<file path="src/design/fcfs_pkg.sv">
// Shared constants and payload types for the FCFS scheduling table.
package fcfs_pkg;

    // Capacity of the record table
    localparam int MAX_PROCS = 64;
    localparam int ADDR_W    = $clog2(MAX_PROCS);
    localparam int CNT_W     = $clog2(MAX_PROCS + 1);

    // Field widths
    localparam int ID_W   = 16;
    localparam int T_W    = 16;
    localparam int TIME_W = 23;
    localparam int WAIT_W = 22;

    // One stored process record
    typedef struct packed {
        logic [ID_W-1:0] proc_id;
        logic [T_W-1:0]  arrival;
        logic [T_W-1:0]  burst;
    } entry_t;

    // Input transaction payload
    typedef struct packed {
        logic [ID_W-1:0] proc_id;
        logic [T_W-1:0]  arrival_time;
        logic [T_W-1:0]  burst_time;
        logic            last_item;
    } rec_t;

    // Output transaction payload
    typedef struct packed {
        logic [ID_W-1:0]   out_proc_id;
        logic [T_W-1:0]    out_arrival;
        logic [T_W-1:0]    out_burst;
        logic [TIME_W-1:0] completion_time;
        logic [TIME_W-1:0] turnaround_time;
        logic [WAIT_W-1:0] waiting_time;
        logic              overflow;
        logic              last_result;
    } res_t;

endpackage

</file>
<file path="src/design/fcfs_rec_if.sv">
// Valid/ready channel carrying process records into the block.
interface fcfs_rec_if;
    logic           valid;
    logic           ready;
    fcfs_pkg::rec_t data;

    modport source (output valid, output data, input ready);
    modport sink   (input valid, input data, output ready);
endinterface

</file>
<file path="src/design/fcfs_res_if.sv">
// Valid/ready channel carrying schedule results out of the block.
interface fcfs_res_if;
    logic           valid;
    logic           ready;
    fcfs_pkg::res_t data;

    modport source (output valid, output data, input ready);
    modport sink   (input valid, input data, output ready);
endinterface

</file>
<file path="src/design/fcfs_schedule_metrics.sv">
// FCFS scheduling table: insertion-sorted record store plus timeline sequencer.
//
// Records are kept in arrival order as they load: each accepted record is
// placed by an insertion step that reads one stored entry per cycle, and
// moves it up one slot while its arrival time is strictly later than the new
// one, so equal arrivals keep their load order. The insertion step is paced by
// the single read port of the record memory and the one shared arrival
// comparator, and the port is not ready while a record is being placed.
// Records beyond MAX_PROCS are dropped and flag every result of the set. On
// the record marked last the block walks the table and produces one result
// per stored record: it reads the entry, takes the start time, computes the
// completion, waiting and turnaround times, and holds each result until the
// sink takes it; the next set may be loaded once the final result is taken.
module fcfs_schedule_metrics (
    input  logic           clk,
    input  logic           rst_n,
    fcfs_rec_if.sink       records,
    fcfs_res_if.source     results
);

    // Sequencer states
    localparam logic [2:0] S_IDLE     = 3'd0;
    localparam logic [2:0] S_SHIFT    = 3'd1;
    localparam logic [2:0] S_INSERT   = 3'd2;
    localparam logic [2:0] S_RUN_RD   = 3'd3;
    localparam logic [2:0] S_RUN_MAX  = 3'd4;
    localparam logic [2:0] S_RUN_ADD  = 3'd5;
    localparam logic [2:0] S_RUN_TURN = 3'd6;
    localparam logic [2:0] S_OUT      = 3'd7;

    // Record memory
    fcfs_pkg::entry_t mem [fcfs_pkg::MAX_PROCS];

    // Control registers
    logic [2:0]                    state_reg, state_next;
    logic [fcfs_pkg::CNT_W-1:0]    count_reg, count_next;
    logic                          dropped_reg, dropped_next;
    logic [fcfs_pkg::TIME_W-1:0]   clock_reg, clock_next;
    logic [fcfs_pkg::ADDR_W-1:0]   pos_reg, pos_next;
    logic                          last_reg, last_next;

    // Payload registers
    fcfs_pkg::entry_t              new_reg, new_next;
    fcfs_pkg::entry_t              rd_data_reg;
    logic [fcfs_pkg::TIME_W-1:0]   start_reg, start_next;
    fcfs_pkg::res_t                out_reg, out_next;

    // Memory access
    logic                          wr_en;
    logic [fcfs_pkg::ADDR_W-1:0]   wr_addr;
    fcfs_pkg::entry_t              wr_data;
    logic [fcfs_pkg::ADDR_W-1:0]   rd_addr;

    logic                          rec_accept;
    logic [fcfs_pkg::TIME_W-1:0]   rd_arr_ext;
    logic [fcfs_pkg::TIME_W-1:0]   rd_bur_ext;
    logic [fcfs_pkg::TIME_W-1:0]   done_time;
    logic [fcfs_pkg::TIME_W-1:0]   wait_full;

    assign records.ready = (state_reg == S_IDLE);
    assign results.valid = (state_reg == S_OUT);
    assign results.data  = out_reg;
    assign rec_accept    = records.valid && records.ready;

    assign rd_arr_ext = fcfs_pkg::TIME_W'(rd_data_reg.arrival);
    assign rd_bur_ext = fcfs_pkg::TIME_W'(rd_data_reg.burst);
    assign done_time  = start_reg + rd_bur_ext;
    assign wait_full  = start_reg - rd_arr_ext;

    // Sequencer
    always_comb
    begin
        state_next   = state_reg;
        count_next   = count_reg;
        dropped_next = dropped_reg;
        clock_next   = clock_reg;
        pos_next     = pos_reg;
        last_next    = last_reg;
        new_next     = new_reg;
        start_next   = start_reg;
        out_next     = out_reg;
        wr_en        = 1'b0;
        wr_addr      = pos_reg + fcfs_pkg::ADDR_W'(1);
        wr_data      = new_reg;
        rd_addr      = pos_reg;

        unique case (state_reg)
            S_IDLE:
            begin
                // prefetch the top entry for the insertion step
                rd_addr = count_reg[fcfs_pkg::ADDR_W-1:0] - fcfs_pkg::ADDR_W'(1);
                if (rec_accept)
                begin
                    new_next.proc_id = records.data.proc_id;
                    new_next.arrival = records.data.arrival_time;
                    new_next.burst   = records.data.burst_time;
                    last_next        = records.data.last_item;
                    if (count_reg < fcfs_pkg::CNT_W'(fcfs_pkg::MAX_PROCS))
                    begin
                        if (count_reg == '0)
                        begin
                            state_next = S_INSERT;
                        end
                        else
                        begin
                            pos_next   = count_reg[fcfs_pkg::ADDR_W-1:0]
                                         - fcfs_pkg::ADDR_W'(1);
                            state_next = S_SHIFT;
                        end
                    end
                    else
                    begin
                        dropped_next = 1'b1;
                        if (records.data.last_item)
                        begin
                            pos_next   = '0;
                            clock_next = '0;
                            state_next = S_RUN_RD;
                        end
                    end
                end
            end

            S_SHIFT:
            begin
                wr_en = 1'b1;
                if (rd_data_reg.arrival > new_reg.arrival)
                begin
                    // later entry moves up one slot
                    wr_data = rd_data_reg;
                    rd_addr = pos_reg - fcfs_pkg::ADDR_W'(1);
                    if (pos_reg == '0)
                    begin
                        state_next = S_INSERT;
                    end
                    else
                    begin
                        pos_next = pos_reg - fcfs_pkg::ADDR_W'(1);
                    end
                end
                else
                begin
                    // slot found just above this entry
                    wr_data    = new_reg;
                    count_next = count_reg + fcfs_pkg::CNT_W'(1);
                    if (last_reg)
                    begin
                        pos_next   = '0;
                        clock_next = '0;
                        state_next = S_RUN_RD;
                    end
                    else
                    begin
                        state_next = S_IDLE;
                    end
                end
            end

            S_INSERT:
            begin
                wr_en      = 1'b1;
                wr_addr    = '0;
                wr_data    = new_reg;
                count_next = count_reg + fcfs_pkg::CNT_W'(1);
                if (last_reg)
                begin
                    pos_next   = '0;
                    clock_next = '0;
                    state_next = S_RUN_RD;
                end
                else
                begin
                    state_next = S_IDLE;
                end
            end

            S_RUN_RD:
            begin
                rd_addr    = pos_reg;
                state_next = S_RUN_MAX;
            end

            S_RUN_MAX:
            begin
                // idle clock jumps forward to the arrival
                start_next = (clock_reg < rd_arr_ext) ? rd_arr_ext : clock_reg;
                out_next.out_proc_id = rd_data_reg.proc_id;
                out_next.out_arrival = rd_data_reg.arrival;
                out_next.out_burst   = rd_data_reg.burst;
                out_next.overflow    = dropped_reg;
                out_next.last_result =
                    ((fcfs_pkg::CNT_W'(pos_reg) + fcfs_pkg::CNT_W'(1)) == count_reg);
                state_next = S_RUN_ADD;
            end

            S_RUN_ADD:
            begin
                out_next.completion_time = done_time;
                out_next.waiting_time    = wait_full[fcfs_pkg::WAIT_W-1:0];
                clock_next               = done_time;
                state_next               = S_RUN_TURN;
            end

            S_RUN_TURN:
            begin
                out_next.turnaround_time = out_reg.completion_time
                    - fcfs_pkg::TIME_W'(out_reg.out_arrival);
                state_next = S_OUT;
            end

            S_OUT:
            begin
                if (results.ready)
                begin
                    if (out_reg.last_result)
                    begin
                        count_next   = '0;
                        dropped_next = 1'b0;
                        clock_next   = '0;
                        state_next   = S_IDLE;
                    end
                    else
                    begin
                        pos_next   = pos_reg + fcfs_pkg::ADDR_W'(1);
                        state_next = S_RUN_RD;
                    end
                end
            end

            default:
            begin
                state_next = S_IDLE;
            end
        endcase
    end

    // Control state
    always_ff @(posedge clk or negedge rst_n)
    begin
        if (!rst_n)
        begin
            state_reg   <= S_IDLE;
            count_reg   <= '0;
            dropped_reg <= 1'b0;
            clock_reg   <= '0;
            pos_reg     <= '0;
            last_reg    <= 1'b0;
        end
        else
        begin
            state_reg   <= state_next;
            count_reg   <= count_next;
            dropped_reg <= dropped_next;
            clock_reg   <= clock_next;
            pos_reg     <= pos_next;
            last_reg    <= last_next;
        end
    end

    // Payload state
    always_ff @(posedge clk)
    begin
        new_reg   <= new_next;
        start_reg <= start_next;
        out_reg   <= out_next;
    end

    // Record memory, registered read
    always_ff @(posedge clk)
    begin
        if (wr_en)
        begin
            mem[wr_addr] <= wr_data;
        end
        rd_data_reg <= mem[rd_addr];
    end

endmodule

</file>
<file path="src/flat_wrapper.sv">
// flat-port wrapper written by rule: the top's interface ports become plain ports
module fcfs_schedule_metrics_flat 
  (clk, rst_n, records_valid, records_data, records_ready, results_valid, results_data, results_ready);
  fcfs_rec_if records_i ();
  fcfs_res_if results_i ();
  input  logic clk;
  input  logic rst_n;
  input wire logic [$bits(records_i.valid)-1:0] records_valid;
  input wire logic [$bits(records_i.data)-1:0] records_data;
  output wire logic [$bits(records_i.ready)-1:0] records_ready;
  output wire logic [$bits(results_i.valid)-1:0] results_valid;
  output wire logic [$bits(results_i.data)-1:0] results_data;
  input wire logic [$bits(results_i.ready)-1:0] results_ready;
  assign records_i.valid = records_valid;
  assign records_i.data = records_data;
  assign records_ready = records_i.ready;
  assign results_valid = results_i.valid;
  assign results_data = results_i.data;
  assign results_i.ready = results_ready;
  fcfs_schedule_metrics u_core (.clk(clk), .rst_n(rst_n), .records(records_i), .results(results_i));
endmodule
</file>
<file path="config.mk">
export PLATFORM = sky130hd
export DESIGN_NAME = fcfs_schedule_metrics_flat
export DESIGN_NICKNAME = d
export VERILOG_FILES = /design/src/design/fcfs_pkg.sv /design/src/design/fcfs_rec_if.sv /design/src/design/fcfs_res_if.sv /design/src/design/fcfs_schedule_metrics.sv /design/src/flat_wrapper.sv
export SDC_FILE = /design/constraint.sdc
export NUM_CORES = 2
export LEC_CHECK = 0
export BUFFER_PORTS_ARGS = -buffer_cell sky130_fd_sc_hd__buf_4
export CAP_MARGIN = 20
export CORE_MARGIN = 1.5
export CORE_UTILIZATION = 60
export DETAILED_ROUTE_END_ITERATION = 6
export PLACE_DENSITY = 0.76
export SLEW_MARGIN = 40
export SYNTH_ARGS = -nofsm -noshare
export SYNTH_HDL_FRONTEND = slang
export SYNTH_SLANG_ARGS = --single-unit
</file>
<file path="constraint.sdc">
create_clock -name clk -period 12.1 [get_ports clk]
set_clock_uncertainty 0.1 [all_clocks]
set_input_delay 1.21 -clock clk [delete_from_list [all_inputs] [get_ports clk]]
set_output_delay 1.21 -clock clk [all_outputs]
set_load 0.01 [all_outputs]
</file>
; ---- After elaboration in Yosys (flattened, before gate mapping)
; Memories as Yosys holds them, arrays and structs flattened. A register that Yosys moved wholly into a read port is not among the register bits.
; Index checks and enable logic that the tools add are counted.
[totals]
reg_bits = 230
ram_bits = 3072
out_inout_bits = 120
memories = 1
inputBits = 53
[mem_list]
columns = memory, words, width, rd, rd_clocked_by_memory_dff, write_ports, line
row1 = u_core.mem, 64, 48, 1, 1, 1, fcfs_schedule_metrics.sv:32  ; fcfs_pkg::entry_t mem [fcfs_pkg::MAX_PROCS];
[op_classes]
add_sub_neg = 8
reduce_logical = 15
eq_ne = 19
order_cmp = 3
muxes = 46
[ops]
columns = op, count
row1 = 23-bit two-way mux, 7
row2 = 23-bit one-hot mux with 5 select lines, 1
row3 = 48-bit two-way mux, 2
row4 = 6-bit two-way mux, 11
row5 = 3-bit one-hot mux with 8 select lines, 1
row6 = 6-bit one-hot mux with 4 select lines, 1
row7 = 23-bit by 16-bit adder with 23-bit output, 1
row8 = 23-bit by 16-bit < comparator with 1-bit output, 1
row9 = 23-bit by 16-bit subtractor with 23-bit output, 1
row10 = 22-bit by 16-bit subtractor with 22-bit output, 1
row11 = 7-bit two-way mux, 3
row12 = 7-bit one-hot mux with 3 select lines, 1
row13 = 3-bit two-way mux, 6
row14 = 16-bit > comparator, 1
row15 = 16-bit two-way mux, 1
row16 = 7-bit AND reduction, 2
row17 = 3-bit equality test (second input constant), 4
row18 = 3-bit != test (second input constant), 4
row19 = 6-bit one-hot mux with 2 select lines, 1
row20 = 6-bit by 1-bit subtractor with 6-bit output (second input constant), 2
row21 = 2-bit != test (second input constant), 5
row22 = 4-bit AND reduction, 2
row23 = 6-bit by 1-bit adder with 7-bit output (second input constant), 1
row24 = 7-bit by 1-bit adder with 7-bit output (second input constant), 1
row25 = other kinds (20), 30

; ---- Logic depth before layout (Yosys ltp)
[depth]
ltp_word = 5
depth_mapped = 16
depth_no_buf = 13

; ---- Least setup slack after synthesis
; No wires, ideal clock.
[synth_path]
path_type = reg2reg
startpoint = register u_core.new_reg[17] in the netlist's numbering
endpoint = memory u_core.mem[0][16] in the netlist's numbering (data pin)
arrival_ns = 4.546
setup_slack_ns = 6.752
setup_ns = 0.702
path_stages_with_launch = 10
t_required_ns = 11.298
cell_sequence = edfxtp_1 inv_1 ha_1 nor2b_1 o211ai_1 a2111oi_4 o311ai_1 clkbuf_1 clkbuf_1 o21ai_0
[synth_lines]
columns = element, line
row1 = from (decl), fcfs_schedule_metrics.sv:43  ; fcfs_pkg::entry_t new_reg, new_next;
row2 = from (signal assigned), fcfs_schedule_metrics.sv:263  ; new_reg <= new_next;
row3 = to (decl), fcfs_schedule_metrics.sv:32

; ---- Final worst setup path
[layout_path]
startpoint = register, netlist name u_core.rd_arr_ext[1]
endpoint = register, netlist name u_core.rd_arr_ext[12]
[layout_between]
elab_chain_cells = 3
[layout_lines]
columns = element, line
row1 = 16-bit > comparator, fcfs_schedule_metrics.sv:127  ; if (rd_data_reg.arrival > new_reg.arrival)
row2 = 6-bit two-way mux, fcfs_schedule_metrics.sv:127
row3 = 6-bit one-hot mux with 2 select lines, fcfs_schedule_metrics.sv:87  ; unique case (state_reg)
; No other way between the ends.
; A chain may end at the register's enable or synchronous reset.

==> flow_summary.rst <==
.. list-table::
   :header-rows: 1

   * - Metric
     - Value
   * - Result of the run
     - finished with violations
   * - Failing checks
     - DRC
   * - CTS root buf
     - sky130_fd_sc_hd__clkbuf_16
   * - H-tree depth reported by CTS
     - 5
   * - Most frequent cells in the layout
     - sky130_fd_sc_hd__edfxtp_1, sky130_fd_sc_hd__nand2_1, sky130_fd_sc_hd__nand3_1
   * - GRT Overall Usage
     - 32.4%
   * - Slew of the pin with the lowest slew margin
     - 0.983 ns
   * - Number of I/O pins
     - 173
   * - Endpoint kind of the worst setup timing path
     - flip-flop
   * - NumNets Final
     - 9772
   * - Most frequent standard cell in the layout excluding fill and tap cells
     - sky130_fd_sc_hd__edfxtp_1
   * - Count of non-filler cells in the finished layout
     - 12840
   * - TritonCTS Sinks
     - 3350
   * - Maximum number of pins on one net before global-route repair
     - 203
   * - Maximum operating frequency
     - 0.151 GHz
   * - Worst reg2reg endpoint
     - u_core.rd_arr_ext[12]
   * - Delay-heaviest family, CP
     - buffers and inverters
   * - Max reg flops
     - 3072
   * - Maxcap violations
     - 0
   * - CP max stage delay
     - 0.77 ns
   * - Number of gates given a new drive strength after cts
     - 0
   * - RePlAce Congestion
     - 0.943
   * - Starting Density
     - 60.5%
   * - Die H
     - 474 um
   * - Half-perimeter wire length after placement
     - 195000 um
   * - Area used by multi-input combinational logic
     - 0.0316 mm^2
   * - Slowest cell on crit path
     - sky130_fd_sc_hd__buf_4
   * - Portion of synthesized cell area occupied by the leading cell type
     - 73.6%
   * - Placed Area
     - 0.140 mm^2
   * - Crit Path Max Fanout
     - 59
   * - Post-detailed-routing wire length
     - 371000 um
   * - Register-to-register path setup slack
     - 5.49 ns
   * - Antenna viol nets, final
     - 0
   * - Part of the cycle the worst path needs
     - 54.6%
   * - Number of nets produced by synthesis
     - 9586
   * - Predominant post-synthesis flop cell
     - sky130_fd_sc_hd__edfxtp_1
   * - Fill cell instance count of the final layout
     - 14135
   * - Unique masters post-synth
     - 73
   * - Vias per Instance
     - 6.63
   * - First-iteration detailed-routing DRC count
     - 14293
   * - DRC viols
     - 5
   * - CTS clock-pin slew for the worst setup and hold paths
     - 0.06 ns
   * - Total Die Area
     - 0.225 mm^2
   * - Critical path buffer and inverter count
     - 5
   * - Post-Syn Instances
     - 9447
   * - Die Span X
     - 474 um
   * - Core ar.
     - 0.220 mm^2
   * - Required @ worst endpoint
     - 12.82 ns
   * - Number of enable-type register cells in the synthesized netlist
     - 3261
   * - CTS tree
     - built
   * - CP arrival
     - 7.34 ns
   * - First-pass GRT wire length
     - 533000 um
   * - Asr flop ratio synth
     - 1.22%
   * - Deepest clock path buffer count
     - 4
   * - Cell area after layout
     - 0.150 mm^2
   * - Cell-by-cell trace of the critical path
     - ha_1 -> nor2b_1 -> o211ai_1 -> a2111oi_4 -> o31ai_4 -> nor4_2 -> nor3_4 -> buf_4 -> buf_4 -> buf_4 -> buf_12 -> buf_4 -> nand3_1 -> a21oi_1 -> nor4_1 -> and3_1
   * - Warnings from Yosys
     - 0
   * - Setup violations, final
     - 0
   * - Routed len/inst
     - 28.9 um
   * - Launch point of the worst path
     - u_core.rd_arr_ext[1]
   * - Share of layout cells above drive strength 1
     - 11.0%
   * - I/O Buffers
     - 172
   * - Min Clock Period, post-route
     - 6.61 ns
   * - Hold-fix buffers at CTS
     - 0
   * - Area added between synthesis and finish
     - 12.6%
   * - Via count
     - 85161
   * - Final number of max-transition violations
     - 0
   * - RSZ-0062 raised after global routing
     - no
   * - R2r startpoint
     - u_core.rd_arr_ext[1]
   * - Initial antenna violation count
     - 24
   * - Pre-antenna DRT Iters
     - 7
   * - Crit-path most repeated cell
     - sky130_fd_sc_hd__buf_4
   * - Flip-flop and latch count after synthesis
     - 3350
   * - Total gr overflow
     - 0
   * - Vias in the first global route
     - 81581
   * - Final Hold Viols
     - 0
   * - Largest cells by area after synthesis
     - sky130_fd_sc_hd__edfxtp_1, sky130_fd_sc_hd__nand2_1, sky130_fd_sc_hd__mux2i_1
   * - Max IR drop VDD
     - 0.278 mV
   * - Worst rel slew slack
     - 33.8%
   * - Share of the yosys chip area belonging to registers
     - 75.1%
   * - Number of cell rows
     - 172
   * - Area of the mapped netlist
     - 0.133 mm^2
   * - Cell type contributing the most total cell area after synthesis
     - sky130_fd_sc_hd__edfxtp_1
   * - Footprint of the flip-flops and latches
     - 0.0999 mm^2
   * - # Post-CTS Setup Buffers
     - 0
   * - Total Negative Setup Slacks
     - 0 ns
   * - Type of the worst min-delay path
     - in -> async
   * - Nature of the critical path startpoint
     - flip-flop
   * - Number of cell instances on the worst register-to-register path
     - 16
   * - Post-Syn Area per Cell
     - 14.1 um^2
   * - Total power density per cell area
     - 257 mW/mm^2
   * - Latest clock arrival within the worst-skew pair
     - 0.98 ns
   * - WS Path Type
     - reg -> reg
   * - Pleak
     - 0.0528 uW
   * - Number of CTS-inserted buffers
     - 331
   * - Instance count after placement with tap cells included
     - 12256
[layer usage]
metal	GRT usage [%]	vias up	part of all wire (%)
li1	-	35707	-
met1	44.2	41989	36
met2	51.0	6394	47
met3	7.32	1061	13
met4	13.3	10	4.4
met5	0	-	0.016
[cells in the mapped netlist, types with 19 or more instances]
master / number
sky130_fd_sc_hd__a21oi_1: 621
sky130_fd_sc_hd__a22o_1: 24
sky130_fd_sc_hd__a32oi_1: 190
sky130_fd_sc_hd__and3_1: 60
sky130_fd_sc_hd__buf_1: 73
sky130_fd_sc_hd__buf_2: 131
sky130_fd_sc_hd__clkbuf_1: 351
sky130_fd_sc_hd__dfrtp_1: 41
sky130_fd_sc_hd__dfxtp_1: 48
sky130_fd_sc_hd__edfxtp_1: 3261
sky130_fd_sc_hd__ha_1: 83
sky130_fd_sc_hd__inv_1: 80
sky130_fd_sc_hd__mux2_2: 51
sky130_fd_sc_hd__mux2i_1: 591
sky130_fd_sc_hd__nand2_1: 2185
sky130_fd_sc_hd__nand3_1: 799
sky130_fd_sc_hd__nor2_1: 147
sky130_fd_sc_hd__nor3_1: 30
sky130_fd_sc_hd__nor4_1: 146
sky130_fd_sc_hd__o21ai_0: 60
sky130_fd_sc_hd__o22ai_1: 197
sky130_fd_sc_hd__xnor2_1: 43
sky130_fd_sc_hd__xor2_1: 19
[stage by stage]
step	power (uW)	setup WS, ns	hold WS, ns	util (%)
floorplan	23400	6.75	0.304	-
global placement	27800	4.90	0.324	62.8
detailed placement	28500	5.68	0.324	63.5
CTS	38100	5.65	0.143	68.0
global route	39900	5.29	0.185	68.1
finish	38500	5.49	0.155	68.1
[worst max path at each step]
stage	to	slack, ns	cells after the start
global route	u_core.rd_arr_ext[12]	5.29	16
global placement	u_core.rd_data_reg[42]	4.90	13
finish	u_core.rd_arr_ext[12]	5.49	16
floorplan	u_core.mem[0][16]	6.75	9
detailed placement	u_core.rd_arr_ext[13]	5.68	16
CTS	u_core.rd_arr_ext[12]	5.65	16
[report_power, final]
part / switching [uW] / internal (uW) / total, uW / leakage [uW]
sequential: 404 / 13800 / 14200 / 0.0303
clock: 4200 / 5500 / 9690 / 0.00491
combinational: 10000 / 4590 / 14600 / 0.0177
total: 14600 / 23900 / 38500 / 0.0528
[logic make-up after synthesis]
group | after synthesis | share of synthesized area, %
AO/OA/AOI/OAI | 1209 | 5.62
XOR/XNOR | 62 | 0.408
adder cells (fa/ha/maj) | 86 | 0.826
buffers and inverters | 655 | 2.07
flip-flops | 3350 | 75.1
multiplexers | 642 | 4.88
AND/OR/NAND/NOR | 3443 | 11.1
[final cells by class]
class | count | share of cell area, %
Multi-Input combinational cell | 5442 | 21.1
Tap cell | 2958 | 2.47
Timing Repair Buffer | 427 | 2.81
Sequential cell | 3350 | 66.7
Inverter | 81 | 0.203
Clock buffer | 429 | 5.93
Antenna cell | 6 | 0.0100
Clock inverter | 147 | 0.748
Note: power is estimated with default switching activity, not from simulation.
